===== config.mk =====
export PLATFORM = sky130hd
export DESIGN_NAME = sprite_frame_sequencer
export DESIGN_NICKNAME = d
export VERILOG_FILES = /design/src/sv/sfs_pkg.sv /design/src/sv/sprite_frame_sequencer.sv /design/src/sv/sfs_ram.sv /design/src/sv/sfs_cfg_regs.sv /design/src/sv/sfs_ctrl.sv
export SDC_FILE = /design/constraint.sdc
export NUM_CORES = 1
export LEC_CHECK = 0
export BUFFER_PORTS_ARGS = -buffer_cell sky130_fd_sc_hd__buf_2
export CAP_MARGIN = 20
export CELL_PAD_IN_SITES_DETAIL_PLACEMENT = 2
export CELL_PAD_IN_SITES_GLOBAL_PLACEMENT = 2
export CORE_MARGIN = 3
export CORE_UTILIZATION = 44
export CTS_CLUSTER_SIZE = 12
export DETAILED_ROUTE_END_ITERATION = 10
export PLACE_DENSITY = 0.89
export SYNTH_ARGS = -nofsm -noshare
export SYNTH_HDL_FRONTEND = slang
export SYNTH_SLANG_ARGS = --single-unit

===== constraint.sdc =====
create_clock -name clk -period 5.6 [get_ports clk]
set_input_delay 0.84 -clock clk [delete_from_list [all_inputs] [get_ports clk]]
set_output_delay 0.84 -clock clk [all_outputs]
set_load 0.02 [all_outputs]

===== src/sv/sfs_pkg.sv =====
// sfs_pkg: shared types, register indexes, item kinds and reset values
// for the sprite frame sequencer. No dependencies.
`default_nettype none
package sfs_pkg;

  localparam int SEQ_DEPTH_DEF = 16;
  localparam int CFG_IDX_W     = 3;
  localparam int CFG_DATA_W    = 16;
  localparam int IN_DATA_W     = 32;
  localparam int OUT_DATA_W    = 16;
  localparam int KIND_W        = 2;
  localparam int CNT_W         = 18;

  // register indexes
  localparam logic [CFG_IDX_W-1:0] REG_FRAMES_TOTAL  = 3'd0;
  localparam logic [CFG_IDX_W-1:0] REG_FRAME_DELAY   = 3'd1;
  localparam logic [CFG_IDX_W-1:0] REG_FIRST_FRAME   = 3'd2;
  localparam logic [CFG_IDX_W-1:0] REG_LAST_FRAME    = 3'd3;
  localparam logic [CFG_IDX_W-1:0] REG_START_REVERSE = 3'd4;
  localparam logic [CFG_IDX_W-1:0] REG_BIDIRECTIONAL = 3'd5;
  localparam logic [CFG_IDX_W-1:0] REG_ONCE_LOOPS    = 3'd6;
  localparam logic [CFG_IDX_W-1:0] REG_SEQ_LENGTH    = 3'd7;

  // item kinds
  localparam logic [KIND_W-1:0] KIND_TICK    = 2'd0;
  localparam logic [KIND_W-1:0] KIND_RESTART = 2'd1;
  localparam logic [KIND_W-1:0] KIND_LOAD    = 2'd2;

  typedef struct packed {
    logic [7:0]  frames_total;
    logic [15:0] frame_delay;
    logic [7:0]  first_frame;
    logic [8:0]  last_frame;      // two's complement, negative = frames_total - 1
    logic        start_reverse;
    logic        bidirectional;
    logic [7:0]  once_loops;
    logic [4:0]  sequence_length;
  } cfg_t;

  localparam cfg_t CFG_RST = '{
    frames_total:    8'd1,
    frame_delay:     16'd64,
    first_frame:     8'd0,
    last_frame:      9'h1FF,
    start_reverse:   1'b0,
    bidirectional:   1'b0,
    once_loops:      8'd0,
    sequence_length: 5'd0
  };

  typedef struct packed {
    logic       finished;
    logic       running_reverse;
    logic [7:0] frame_index;
  } res_t;

  function automatic int addr_w(input int depth);
    return (depth > 1) ? $clog2(depth) : 1;
  endfunction

endpackage
`default_nettype wire


===== src/sv/sprite_frame_sequencer.sv =====
// Sprite frame sequencer: a stream of tick, restart and load beats in, one
// result beat per input beat out. Channels:
//   in_*  : in_tuser = kind (tick, restart, load); in_tdata carries elapsed
//           ticks, table slot and table frame.
//   out_* : frame shown, running backwards, finished.
//   cfg_* : register writes by index, always ready; write only while idle.
// A new input beat is accepted only once the previous one has been pushed
// to the output register. Each countdown reload is a step state in plain
// counting, or a step state and a sequence table RAM read in sequence mode
// (no read once finished). A restart in sequence mode first reads table
// entry 0. The result appears on out_tvalid in the cycle after the item's
// last working cycle.
// The result sits in an output register; while the receiver stalls, the
// next beat is still accepted and worked on, and its result waits until
// the register empties.
// Reset loads the register defaults and the matching sequencer state; the
// sequence table is not cleared and holds no data until loaded.
`default_nettype none
module sprite_frame_sequencer #(
  parameter int SEQ_DEPTH = sfs_pkg::SEQ_DEPTH_DEF
) (
  input  wire logic                          clk,
  input  wire logic                          rst_n,
  input  wire logic                          in_tvalid,
  output logic                               in_tready,
  // [15:0] elapsed_ticks, [19:16] entry_index, [27:20] entry_frame, zero pad
  input  wire logic [sfs_pkg::IN_DATA_W-1:0]  in_tdata,
  // [1:0] kind
  input  wire logic [sfs_pkg::KIND_W-1:0]     in_tuser,
  output logic                               out_tvalid,
  input  wire logic                          out_tready,
  // [7:0] frame_index, [8] running_reverse, [9] finished, zero pad
  output logic [sfs_pkg::OUT_DATA_W-1:0]     out_tdata,
  input  wire logic                          cfg_valid,
  output logic                               cfg_ready,
  input  wire logic [sfs_pkg::CFG_IDX_W-1:0]  cfg_index,
  input  wire logic [sfs_pkg::CFG_DATA_W-1:0] cfg_data
);
  import sfs_pkg::*;

  localparam int POS_W = addr_w(SEQ_DEPTH);

  cfg_t             cfg;
  res_t             res;
  logic             res_push;
  logic             res_free;
  logic             ram_we;
  logic [POS_W-1:0] ram_wr_addr;
  logic [7:0]       ram_wr_data;
  logic [POS_W-1:0] ram_rd_addr;
  logic [7:0]       ram_rd_data;

  logic             out_valid_r, out_valid_nxt;
  res_t             out_res_r;

  sfs_cfg_regs u_cfg (
    .clk       (clk),
    .rst_n     (rst_n),
    .cfg_valid (cfg_valid),
    .cfg_ready (cfg_ready),
    .cfg_index (cfg_index),
    .cfg_data  (cfg_data),
    .cfg       (cfg)
  );

  sfs_ram #(
    .WIDTH  (8),
    .DEPTH  (SEQ_DEPTH),
    .ADDR_W (POS_W)
  ) u_seq_ram (
    .clk     (clk),
    .we      (ram_we),
    .wr_addr (ram_wr_addr),
    .wr_data (ram_wr_data),
    .rd_addr (ram_rd_addr),
    .rd_data (ram_rd_data)
  );

  sfs_ctrl #(
    .SEQ_DEPTH (SEQ_DEPTH),
    .POS_W     (POS_W)
  ) u_ctrl (
    .clk              (clk),
    .rst_n            (rst_n),
    .cfg              (cfg),
    .in_valid         (in_tvalid),
    .in_ready         (in_tready),
    .in_kind          (in_tuser),
    .in_elapsed_ticks (in_tdata[15:0]),
    .in_entry_index   (in_tdata[19:16]),
    .in_entry_frame   (in_tdata[27:20]),
    .ram_we           (ram_we),
    .ram_wr_addr      (ram_wr_addr),
    .ram_wr_data      (ram_wr_data),
    .ram_rd_addr      (ram_rd_addr),
    .ram_rd_data      (ram_rd_data),
    .res              (res),
    .res_push         (res_push),
    .res_free         (res_free)
  );

  // output register
  assign res_free = !out_valid_r || out_tready;

  always_comb begin
    out_valid_nxt = out_valid_r;
    if (res_push) begin
      out_valid_nxt = 1'b1;
    end else if (out_tready) begin
      out_valid_nxt = 1'b0;
    end
  end

  always_ff @(posedge clk) begin
    if (!rst_n) begin
      out_valid_r <= 1'b0;
    end else begin
      out_valid_r <= out_valid_nxt;
    end
  end

  always_ff @(posedge clk) begin
    if (res_push) begin
      out_res_r <= res;
    end
  end

  assign out_tvalid = out_valid_r;
  assign out_tdata  = {(OUT_DATA_W - $bits(res_t))'(0), out_res_r};

endmodule
`default_nettype wire


===== src/sv/sfs_ram.sv =====
// sfs_ram: generic single-write, single-read synchronous RAM, registered read.
// No dependencies.
`default_nettype none
module sfs_ram #(
  parameter int WIDTH  = 8,
  parameter int DEPTH  = 16,
  parameter int ADDR_W = (DEPTH > 1) ? $clog2(DEPTH) : 1
) (
  input  wire logic              clk,
  input  wire logic              we,
  input  wire logic [ADDR_W-1:0] wr_addr,
  input  wire logic [WIDTH-1:0]  wr_data,
  input  wire logic [ADDR_W-1:0] rd_addr,
  output logic      [WIDTH-1:0]  rd_data
);

  logic [WIDTH-1:0] mem [DEPTH];

  always_ff @(posedge clk) begin
    if (we) begin
      mem[wr_addr] <= wr_data;
    end
    rd_data <= mem[rd_addr];
  end

endmodule
`default_nettype wire


===== src/sv/sfs_cfg_regs.sv =====
// sfs_cfg_regs: configuration register file behind the write channel.
// Depends on sfs_pkg.
`default_nettype none
module sfs_cfg_regs (
  input  wire logic                          clk,
  input  wire logic                          rst_n,
  input  wire logic                          cfg_valid,
  output logic                               cfg_ready,
  input  wire logic [sfs_pkg::CFG_IDX_W-1:0]  cfg_index,
  input  wire logic [sfs_pkg::CFG_DATA_W-1:0] cfg_data,
  output sfs_pkg::cfg_t                      cfg
);
  import sfs_pkg::*;

  cfg_t cfg_r, cfg_nxt;

  assign cfg_ready = 1'b1;
  assign cfg       = cfg_r;

  always_comb begin
    cfg_nxt = cfg_r;
    if (cfg_valid) begin
      unique case (cfg_index)
        REG_FRAMES_TOTAL:  cfg_nxt.frames_total    = cfg_data[7:0];
        REG_FRAME_DELAY:   cfg_nxt.frame_delay     = cfg_data;
        REG_FIRST_FRAME:   cfg_nxt.first_frame     = cfg_data[7:0];
        REG_LAST_FRAME:    cfg_nxt.last_frame      = cfg_data[8:0];
        REG_START_REVERSE: cfg_nxt.start_reverse   = cfg_data[0];
        REG_BIDIRECTIONAL: cfg_nxt.bidirectional   = cfg_data[0];
        REG_ONCE_LOOPS:    cfg_nxt.once_loops      = cfg_data[7:0];
        REG_SEQ_LENGTH:    cfg_nxt.sequence_length = cfg_data[4:0];
      endcase
    end
  end

  always_ff @(posedge clk) begin
    if (!rst_n) begin
      cfg_r <= CFG_RST;
    end else begin
      cfg_r <= cfg_nxt;
    end
  end

endmodule
`default_nettype wire


===== src/sv/sfs_ctrl.sv =====
// sfs_ctrl: sequencer state and control FSM; reads and writes the sequence
// table RAM. Depends on sfs_pkg.
`default_nettype none
module sfs_ctrl #(
  parameter int SEQ_DEPTH = sfs_pkg::SEQ_DEPTH_DEF,
  parameter int POS_W     = sfs_pkg::addr_w(SEQ_DEPTH)
) (
  input  wire logic                      clk,
  input  wire logic                      rst_n,
  input  wire sfs_pkg::cfg_t             cfg,
  input  wire logic                      in_valid,
  output logic                           in_ready,
  input  wire logic [sfs_pkg::KIND_W-1:0] in_kind,
  input  wire logic [15:0]               in_elapsed_ticks,
  input  wire logic [3:0]                in_entry_index,
  input  wire logic [7:0]                in_entry_frame,
  output logic                           ram_we,
  output logic [POS_W-1:0]               ram_wr_addr,
  output logic [7:0]                     ram_wr_data,
  output logic [POS_W-1:0]               ram_rd_addr,
  input  wire logic [7:0]                ram_rd_data,
  output sfs_pkg::res_t                  res,
  output logic                           res_push,
  input  wire logic                      res_free
);
  import sfs_pkg::*;

  localparam int LEN_W = $clog2(SEQ_DEPTH + 1);

  localparam logic [2:0] ST_IDLE    = 3'd0;
  localparam logic [2:0] ST_STEP    = 3'd1;
  localparam logic [2:0] ST_RD_STEP = 3'd2;
  localparam logic [2:0] ST_RD_FIN  = 3'd3;
  localparam logic [2:0] ST_FIN     = 3'd4;

  logic [2:0]              state_r, state_nxt;
  logic [7:0]              cur_r, cur_nxt;
  logic                    rev_r, rev_nxt;
  logic [7:0]              loops_r, loops_nxt;
  logic                    done_r, done_nxt;
  logic [POS_W-1:0]        pos_r, pos_nxt;
  logic signed [CNT_W-1:0] cnt_r, cnt_nxt;

  logic [LEN_W-1:0]  len;
  logic [LEN_W-1:0]  pos_inc;
  logic              seq_wrap;
  logic [7:0]        cl_loops;
  logic              counted;
  logic [7:0]        ft_adj;
  logic signed [9:0] eff_last, cur_s, first_s, dn_s, up_s, step_s;
  logic              step_rev, step_cnt;
  logic [7:0]        step_frame;
  logic              cnt_le0;
  logic              accept;

  // effective sequence length
  always_comb begin
    if (32'(cfg.sequence_length) > SEQ_DEPTH) begin
      len = LEN_W'(SEQ_DEPTH);
    end else begin
      len = LEN_W'(cfg.sequence_length);
    end
  end

  assign pos_inc  = LEN_W'(pos_r) + LEN_W'(1);
  assign seq_wrap = (pos_inc >= len);
  assign cl_loops = (loops_r != 8'd0) ? (loops_r - 8'd1) : 8'd0;

  // plain counting step
  assign ft_adj   = (cfg.frames_total == 8'd0) ? 8'd1 : cfg.frames_total;
  assign eff_last = cfg.last_frame[8] ? ($signed({2'b00, ft_adj}) - 10'sd1)
                                      : $signed({1'b0, cfg.last_frame});
  assign cur_s    = $signed({2'b00, cur_r});
  assign first_s  = $signed({2'b00, cfg.first_frame});
  assign dn_s     = cur_s - 10'sd1;
  assign up_s     = cur_s + 10'sd1;

  always_comb begin
    step_rev = rev_r;
    step_cnt = 1'b0;
    if (rev_r) begin
      step_s = dn_s;
      if (dn_s < first_s) begin
        step_cnt = 1'b1;
        if (cfg.bidirectional) begin
          step_rev = 1'b0;
          step_s   = up_s;
        end else begin
          step_s   = eff_last;
        end
      end
    end else begin
      step_s = up_s;
      if (up_s > eff_last) begin
        if (cfg.bidirectional) begin
          step_rev = 1'b1;
          step_s   = dn_s;
        end else begin
          step_s   = first_s;
          step_cnt = 1'b1;
        end
      end
    end
  end

  always_comb begin
    priority if (step_s[9]) begin
      step_frame = 8'd0;
    end else if (step_s > 10'sd255) begin
      step_frame = 8'hFF;
    end else begin
      step_frame = step_s[7:0];
    end
  end

  assign cnt_le0  = cnt_r[CNT_W-1] || (cnt_r == '0);
  assign in_ready = (state_r == ST_IDLE);
  assign accept   = in_valid && in_ready;

  assign res.frame_index     = cur_r;
  assign res.running_reverse = rev_r;
  assign res.finished        = done_r;

  assign ram_wr_addr = POS_W'(in_entry_index);
  assign ram_wr_data = in_entry_frame;

  always_comb begin
    state_nxt   = state_r;
    cur_nxt     = cur_r;
    rev_nxt     = rev_r;
    loops_nxt   = loops_r;
    done_nxt    = done_r;
    pos_nxt     = pos_r;
    cnt_nxt     = cnt_r;
    counted     = 1'b0;
    ram_we      = 1'b0;
    ram_rd_addr = pos_r;
    res_push    = 1'b0;

    unique case (state_r)
      ST_IDLE: begin
        if (accept) begin
          priority if (in_kind == KIND_TICK) begin
            if (cfg.frame_delay != 16'd0) begin
              cnt_nxt   = cnt_r - $signed({2'b00, in_elapsed_ticks});
              state_nxt = ST_STEP;
            end else begin
              state_nxt = ST_FIN;
            end
          end else if (in_kind == KIND_RESTART) begin
            rev_nxt     = cfg.start_reverse;
            loops_nxt   = cfg.once_loops;
            done_nxt    = 1'b0;
            pos_nxt     = '0;
            cnt_nxt     = $signed({2'b00, cfg.frame_delay});
            ram_rd_addr = '0;
            if (len != '0) begin
              state_nxt = ST_RD_FIN;
            end else begin
              cur_nxt   = cfg.first_frame;
              state_nxt = ST_FIN;
            end
          end else if (in_kind == KIND_LOAD) begin
            ram_we    = (32'(in_entry_index) < SEQ_DEPTH);
            state_nxt = ST_FIN;
          end else begin
            state_nxt = ST_FIN;
          end
        end
      end
      ST_STEP: begin
        if (cnt_le0) begin
          cnt_nxt = cnt_r + $signed({2'b00, cfg.frame_delay});
          if (!done_r) begin
            if (len != '0) begin
              pos_nxt     = seq_wrap ? '0 : pos_inc[POS_W-1:0];
              counted     = seq_wrap;
              ram_rd_addr = pos_nxt;
              state_nxt   = ST_RD_STEP;
            end else begin
              cur_nxt = step_frame;
              rev_nxt = step_rev;
              counted = step_cnt;
            end
          end
        end else if (res_free) begin
          res_push  = 1'b1;
          state_nxt = ST_IDLE;
        end
      end
      ST_RD_STEP: begin
        cur_nxt   = ram_rd_data;
        state_nxt = ST_STEP;
      end
      ST_RD_FIN: begin
        cur_nxt   = ram_rd_data;
        state_nxt = ST_FIN;
      end
      ST_FIN: begin
        if (res_free) begin
          res_push  = 1'b1;
          state_nxt = ST_IDLE;
        end
      end
      default: begin
        state_nxt = ST_IDLE;
      end
    endcase

    // counted wrap in once mode
    if (counted && (cfg.once_loops != 8'd0)) begin
      loops_nxt = cl_loops;
      if (cl_loops == 8'd0) begin
        done_nxt = 1'b1;
      end
    end
  end

  always_ff @(posedge clk) begin
    if (!rst_n) begin
      state_r <= ST_IDLE;
      cur_r   <= CFG_RST.first_frame;
      rev_r   <= CFG_RST.start_reverse;
      loops_r <= CFG_RST.once_loops;
      done_r  <= 1'b0;
      pos_r   <= '0;
      cnt_r   <= $signed({2'b00, CFG_RST.frame_delay});
    end else begin
      state_r <= state_nxt;
      cur_r   <= cur_nxt;
      rev_r   <= rev_nxt;
      loops_r <= loops_nxt;
      done_r  <= done_nxt;
      pos_r   <= pos_nxt;
      cnt_r   <= cnt_nxt;
    end
  end

  a_done_loops: assert property (@(posedge clk) disable iff (!rst_n)
    done_r |-> (loops_r == 8'd0))
    else $error("finished set with loops left");

  a_push_free: assert property (@(posedge clk) disable iff (!rst_n)
    res_push |-> res_free)
    else $error("result pushed into a full output stage");

  a_push_idle: assert property (@(posedge clk) disable iff (!rst_n)
    res_push |=> (state_r == ST_IDLE))
    else $error("no return to idle after result");

  a_rd_step: assert property (@(posedge clk) disable iff (!rst_n)
    (state_r == ST_RD_STEP) |=> (state_r == ST_STEP))
    else $error("table read did not return to stepping");

  a_pos_range: assert property (@(posedge clk) disable iff (!rst_n)
    32'(pos_r) < SEQ_DEPTH)
    else $error("sequence position beyond table");

endmodule
`default_nettype wire


==> out/results.txt, run 1 <==
final setup fails -> 0
post-cts sizing count -> 0
core area -> 28940 um^2
Layout fillers -> 2908
Worst EP arrival -> 5.16 ns
unrepaired setup endpoints after global routing -> false
TNS Setup -> 0 ns
setup bufs post-CTS -> 0
Max Clk Rate -> 209.8 MHz
CTS tree -> built
fraction of layout cells with a size suffix above 1 -> 0.1316
Tmin final -> 4.767 ns
clock latency on the worst-skew pair -> 0.55 ns
simple-gate area share of the yosys netlist -> 0.1504
largest net degree at the start of global routing -> 71
Final ANT Viol Nets -> 0
gpl congestion -> 0.8564
sequential element share of the synthesized area -> 0.4841
DRC viols -> 0
Die X -> 178.1 um
Req. time, crit path -> 6.00 ns
post-synthesis instance area -> 13030 um^2
Setup crit end kind -> flop
Synth Instances -> 1260
Final Cell Area -> 14640 um^2
mux share of post-synthesis cell area -> 0.09595
cell taking the most area after synthesis -> edfxtp_1
# IOs -> 77
Mapped Avg Cell Area -> 10.34 um^2
largest cells by area after synthesis -> edfxtp_1 (32%), dfxtp_1 (17%), ha_1 (5.5%)
Synth-to-Final Area Change -> 12.41%
Final nets -> 1432
global route overflow -> 0
Post-CTS Hold Buffers -> 0
Buf/Inv on CP -> 0
Compound-Gate Fraction of Synth Area -> 0.1430
H-tree depth -> 1
adder-cell share of the synthesized area -> 0.05782
CTS Buf Count -> 28
largest family of logic cells by synthesized area -> simple AND/OR/NAND/NOR gates
CP cell instances -> or4_1 > nor2_1 > xor2_1 > ha_1 > a21o_1 > a211o_1 > a21oi_1 > or2_1 > nand2_1 > o311ai_2 > a211oi_1 > a221oi_1 > a21oi_1
type of origin of the critical path -> flop
Via-to-Cell Ratio -> 6.507
PortBufs -> 65
Distinct cells, synth -> 76
Pwr Density -> 329.9 nW/um^2
Worst path slowest cell -> o311ai_2
EDFF count, synth -> 138
count leader, synth -> nand2_1
Area after DPL -> 13680 um^2
main flop type after synthesis -> edfxtp_1
worst-case clock buffer depth -> 3
Hold Violations, Final -> 0
Hold Path Class -> flop to flop
first-pass GRT wire length -> 78160 um
Critical Path Fanout Max -> 12
drt wl/cell -> 30.17 um
via count -> 11.20k
Post-Synth XOR/XNOR Area -> 0.02891
Async SR Flop Fraction -> 0
vias in the first global route -> 12.11k
GRT Overall Usage -> 0.3268
Pins Over Slew Limit -> 0
Worst-path clk slew -> 0.07 ns
Largest stage delay, worst path -> 0.83 ns
status -> completed
Max IR drop VDD -> 247.0 uV
Clock Sinks -> 246
max_slew headroom -> 0.2509
Min Hold Slack -> 0.4864 ns
Synth top area share -> 0.3181
floorplan row count -> 62
WL final -> 51930 um
final period utilization -> 0.8513
Max-cap violations -> 0
initial DRC count -> 805
CP most frequent cell -> a21oi_1
CTS root buf -> clkbuf_16
Fin Clk Skew -> 0.02163 ns
Worst-Margin Slew -> 1.120 ns
WS Path Type -> flop to flop
initial antenna violation count -> 1
Leakage Power -> 5.342 nW
#FFs+latches synth -> 246
Final HPWL DP -> 33360 um
starting density of the core -> 0.4502
die area -> 31710 um^2
ANT cells -> 0
Die H -> 178.1 um
Pre-Repair DR Iteration Count -> 5
synth warn -> 0
Commonest cells post-synth -> nand2_1 (174), edfxtp_1 (138), dfxtp_1 (108)
CP top delay family -> compound AO/OA/AOI/OAI gates
==> per-stage QoR <==
stage / total power, mW / instances / utilization / setup WS (ns)
after floorplan: 2.620 / 1265 / - / 2.042
after global placement: 2.833 / 1663 / 0.4723 / 1.395
after detailed placement: 2.908 / 1664 / 0.4728 / 1.184
after CTS: 4.813 / 1716 / 0.5044 / 0.9293
after global routing: 4.985 / 1721 / 0.5061 / 0.7307
final: 4.831 / 1721 / 0.5061 / 0.8327
==> sequential cells by signal, summed over array words and instances, names as in the netlist <==
name / flops
u_ctrl.pos_r: 4
u_ctrl.rev_r: 1
u_seq_ram.rd_data: 8
u_seq_ram.mem: 128
u_ctrl.done_r: 1
out_tvalid: 1
u_ctrl.cnt_r: 18
u_ctrl.cur_r: 8
out_tdata: 10
u_cfg.cfg: 56
u_ctrl.state_r: 3
u_ctrl.loops_r: 8
==> power breakdown <==
| group | internal (mW) | total (mW) | switching, mW |
|---|---|---|---|
| Clock | 1.10 | 1.89 | 0.796 |
| Sequential | 1.96 | 2.04 | 0.0823 |
| Combinational | 0.322 | 0.899 | 0.577 |
==> worst min-delay path, stage by stage (launching register included) <==
cell     delay (ns)
dfxtp_1        0.32
nand2_1        0.05
nand3_1        0.07
==> cell type report <==
cell class                 count  area, um^2  share of cell area
inverter                      52       195.2             0.01333
clock buffer                  38       769.5             0.05255
clock inverter                14       143.9            0.009826
tap                          384       480.5             0.03281
multi-input combinational    902        6242              0.4263
sequential                   246        6306              0.4306
timing repair buffer          85       506.7             0.03460
==> cell usage in the layout, fill, tap and decap left out, drive strengths merged, types with 14 or more instances in the layout <==
master  count
nor2       90
o21ai      52
buf        85
nor3       34
nand2     174
dfxtp     108
xnor2      30
inv        53
mux4       32
a21o       16
edfxtp    138
o211ai     21
nand3      30
ha         57
nor2b      16
nand2b     14
mux2i      42
a21oi     102
clkbuf     38
==> final timing paths <==
check	from	endpoint	slack [ns]	depth (start not counted)
max reg2reg	u_ctrl.cur_r[0]	u_ctrl.cur_r[1]	0.83	13
min	u_cfg.cfg[22]	u_cfg.cfg[22]	0.49	2
min reg2reg	u_cfg.cfg[22]	u_cfg.cfg[22]	0.49	2
max	u_ctrl.cur_r[0]	u_ctrl.cur_r[1]	0.83	13
==> kinds of logic after synthesis <==
group                      Yosys count
and+or+nand+nor                    423
AOI/OAI and AO/OA                  288
DFF                                246
buffers and inverters              117
muxes                               82
adders and majority gates           59
xor gates and xnor gates            43
other                                2
==> metal layers <==
layer / wire [um] / GRT usage
met1: 20220 / 0.3933
met2: 26070 / 0.5787
met3: 2661 / 0.04619
met4: 2961 / 0.1479
met5: 13 / 0
Note: power is estimated with default switching activity, not from simulation.
==> inputs of run 2 (changes only) <==
--- a/config.mk
+++ b/config.mk
@@ -13,7 +13,9 @@
 export CORE_UTILIZATION = 44
 export CTS_CLUSTER_SIZE = 12
 export DETAILED_ROUTE_END_ITERATION = 10
-export PLACE_DENSITY = 0.89
+export GPL_ROUTABILITY_DRIVEN = 0
+export PLACE_DENSITY = 0.88
 export SYNTH_ARGS = -nofsm -noshare
 export SYNTH_HDL_FRONTEND = slang
+export SYNTH_HIERARCHICAL = 1
 export SYNTH_SLANG_ARGS = --single-unit
==> out/results.txt, run 2 <==
Distinct cells, synth -> 87 (was 76)
Synth top area share -> 0.3087 (was 0.3181)
dpl cells -> 1654 (was 1664)
CP most frequent cell -> ha_1 (was a21oi_1)
Critical Path Fanout Max -> 19 (was 12)
Power, Total -> 4.553 mW (was 4.831 mW)
Internal -> 3.320 mW (was 3.376 mW)
post-synthesis instance area -> 13420 um^2 (was 13030 um^2)
# IOs -> 77 (unchanged)
Fin Clk Skew -> 0.02339 ns (was 0.02163 ns)
vias in the first global route -> 12.05k (was 12.11k)
starting density of the core -> 0.4493 (was 0.4502)
cell taking the most area after synthesis -> edfxtp_1 (unchanged)
Tmin final -> 4.487 ns (was 4.767 ns)
Worst path slowest cell -> mux2_2 (was o311ai_2)
final period utilization -> 0.8012 (was 0.8513)
WL final -> 48020 um (was 51930 um)
GRT Overall Usage -> 0.2897 (was 0.3268)
Mapped Avg Cell Area -> 10.63 um^2 (was 10.34 um^2)
CTS root buf -> clkbuf_16 (unchanged)
synth warn -> 6 (was 0)
non-filler instance count after layout -> 1707 (was 1721)
clock latency on the worst-skew pair -> 0.55 ns (about the same)
EDFF count, synth -> 138 (unchanged)
Synth Instances -> 1263 (was 1260)
DR WL met3 -> 2177 um (was 2661 um)
fraction of layout cells with a size suffix above 1 -> 0.1291 (was 0.1316)
Max IR drop VDD -> 292.2 uV (was 247.0 uV)
final setup fails -> 0 (unchanged)
post-cts sizing count -> 0 (unchanged)
Worst-path clk slew -> 0.06 ns (was 0.07 ns)
setup bufs post-CTS -> 0 (unchanged)
Pre-Repair DR Iteration Count -> 4 (was 5)
ANT cells -> 0 (unchanged)
floorplan row count -> 63 (was 62)
Leakage Power -> 5.541 nW (was 5.342 nW)
Post-CTS Hold Buffers -> 0 (unchanged)
Layout fillers -> 3018 (was 2908)
WS Path Type -> flop to flop (unchanged)
Max-cap violations -> 0 (unchanged)
main flop type after synthesis -> edfxtp_1 (unchanged)
Largest stage delay, worst path -> 0.69 ns (was 0.83 ns)
CP cell instances -> ha_1 > nor2b_1 > or2_2 > ha_1 > a211oi_1 > o21ai_0 > nor2_1 > mux2_2 > buf_4 > mux4_1 > a22oi_1 > nand2_1 (was or4_1 > nor2_1 > xor2_1 > ha_1 > a21o_1 > a211o_1 > a21oi_1 > or2_1 > nand2_1 > o311ai_2 > a211oi_1 > a221oi_1 > a21oi_1)
DRC viols -> 0 (unchanged)
sw frac -> 0.2707 (was 0.3012)
largest cells by area after synthesis -> edfxtp_1 (31%), dfxtp_1 (16%), ha_1 (5.3%) (was edfxtp_1 (32%), dfxtp_1 (17%), ha_1 (5.5%))
Hold Path Class -> flop to flop (unchanged)
Comb pwr share -> 0.141 (was 0.186)
initial DRC count -> 776 (was 805)
max reg flops -> 128 (unchanged)
max_slew headroom -> 0.2199 (was 0.2509)
Synth-to-Final Area Change -> 10.92% (was 12.41%)
Setup crit end kind -> flop (unchanged)
count leader, synth -> nand2_1 (unchanged)
Worst-Margin Slew -> 1.166 ns (was 1.120 ns)
Final Cell Area -> 14890 um^2 (was 14640 um^2)
Die X -> 180.7 um (was 178.1 um)
M1 WL -> 19660 um (was 20220 um)
Buf/Inv on CP -> 1 (was 0)
CTS tree -> built (unchanged)
area of the multi-input gates -> 6470 um^2 (was 6242 um^2)
Final ANT Viol Nets -> 0 (unchanged)
core area -> 29870 um^2 (was 28940 um^2)
status -> completed (unchanged)
CTS Buf Count -> 28 (unchanged)
die area -> 32640 um^2 (was 31710 um^2)
largest register by flop count -> u_seq_ram/mem (was u_seq_ram.mem)
Async SR Flop Fraction -> 0 (unchanged)
Area after DPL -> 13920 um^2 (was 13680 um^2)
type of origin of the critical path -> flop (unchanged)
initial antenna violation count -> 0 (was 1)
worst-case clock buffer depth -> 3 (unchanged)
Pins Over Slew Limit -> 0 (unchanged)
Via-to-Cell Ratio -> 6.286 (was 6.507)
drt wl/cell -> 28.13 um (was 30.17 um)
Clock Sinks -> 246 (unchanged)
FF/Latch Area -> 6306 um^2 (unchanged)
H-tree depth -> 1 (unchanged)
Flop pwr share -> 0.438 (was 0.422)
commonest non-fill, non-tap cell in the layout -> nand2_1 (unchanged)
#FFs+latches synth -> 246 (unchanged)
first-pass GRT wire length -> 74290 um (was 78160 um)
met2 WL -> 24230 um (was 26070 um)
Die H -> 180.7 um (was 178.1 um)
unrepaired setup endpoints after global routing -> false (unchanged)
PortBufs -> 65 (unchanged)
Commonest cells post-synth -> nand2_1 (144), edfxtp_1 (138), dfxtp_1 (108) (was nand2_1 (174), edfxtp_1 (138), dfxtp_1 (108))
Req. time, crit path -> 6.02 ns (was 6.00 ns)
Final HPWL DP -> 32640 um (was 33360 um)
largest net degree at the start of global routing -> 68 (was 71)
via count -> 10.73k (was 11.20k)
switching pwr -> 1.233 mW (was 1.455 mW)
global route overflow -> 0 (unchanged)
Clock power frac -> 0.421 (was 0.392)
Hold Violations, Final -> 0 (unchanged)
Worst EP arrival -> 4.91 ns (was 5.16 ns)
sequential element share of the synthesized area -> 0.4698 (was 0.4841)
Final nets -> 1412 (was 1432)
Pwr Density -> 305.8 nW/um^2 (was 329.9 nW/um^2)
CP top delay family -> multiplexers (was compound AO/OA/AOI/OAI gates)
commonest non-fill, non-tap cells in the layout -> nand2_1 (144), edfxtp_1 (138), dfxtp_1 (108) (was nand2_1 (174), edfxtp_1 (138), dfxtp_1 (108))
max layer used -> met4 (was met5)
TNS Setup -> 0 ns (unchanged)
Max Clk Rate -> 222.9 MHz (was 209.8 MHz)
==> run 2: power groups by stage <==
stage	sequential, mW	combinational, mW	clock (mW)
final	1.99	0.641	1.92
after floorplan	2.01	0.425	0
after CTS	1.99	0.630	1.95
after detailed placement	2.03	0.613	0
after global routing	2.00	0.698	2.02
after global placement	2.03	0.568	0
==> run 2: path summary, 6_finish.rpt <==
path / start / to / slack [ns] / depth (start not counted)
worst max-delay path: u_ctrl/pos_r[0] / u_seq_ram/rd_data[2] / 1.11 / 12
worst min-delay path: u_cfg/cfg[14] / u_cfg/cfg[14] / 0.48 / 2
worst max register to register: u_ctrl/pos_r[0] / u_seq_ram/rd_data[2] / 1.11 / 12
worst min register to register: u_cfg/cfg[14] / u_cfg/cfg[14] / 0.48 / 2
==> run 2: worst min-delay path, delay by kind of cell (launching register included) <==
family        cells  cell delay [ns]
flops             1             0.32
mux               1             0.06
simple gates      1             0.05
==> run 2: routing by layer <==
metal,track usage,up-vias
met5,0,-
met4,0.1075,0
met3,0.03633,114
met2,0.5145,345
met1,0.3612,5529
li1,-,4742
==> run 2: area by class of cell <==
class | instances | area share
tap | 390 | 0.03277
multi-input combinational | 880 | 0.4345
sequential | 246 | 0.4235
inverter | 59 | 0.01487
clock inverter | 9 | 0.006723
timing repair buffer | 80 | 0.02983
clock buffer | 43 | 0.05773
==> run 2: kinds of logic (layout without fill, tap and decap cells) <==
kind of cell	Yosys count	in the layout	synth area share
buffers and inverters	142	191	0.05071
AO/OA/AOI/OAI	288	288	0.1461
other	2	7	0.0005595
XOR/XNOR	35	35	0.02284
AND/OR/NAND/NOR	388	388	0.1427
flip-flops	246	246	0.4698
multiplexers	103	103	0.1112
adder cells (fa/ha/maj)	59	59	0.05611
==> run 2: per-stage QoR <==
stage               hold slack (ns)  setup slack, ns  utilization
global placement             0.4466            1.456       0.4659
CTS                          0.4712            1.130       0.4980
finish                       0.4765            1.113       0.4984
detailed placement           0.4548            1.299       0.4659
global route                 0.5038           0.9125       0.4984
floorplan                    0.4029            1.927            -
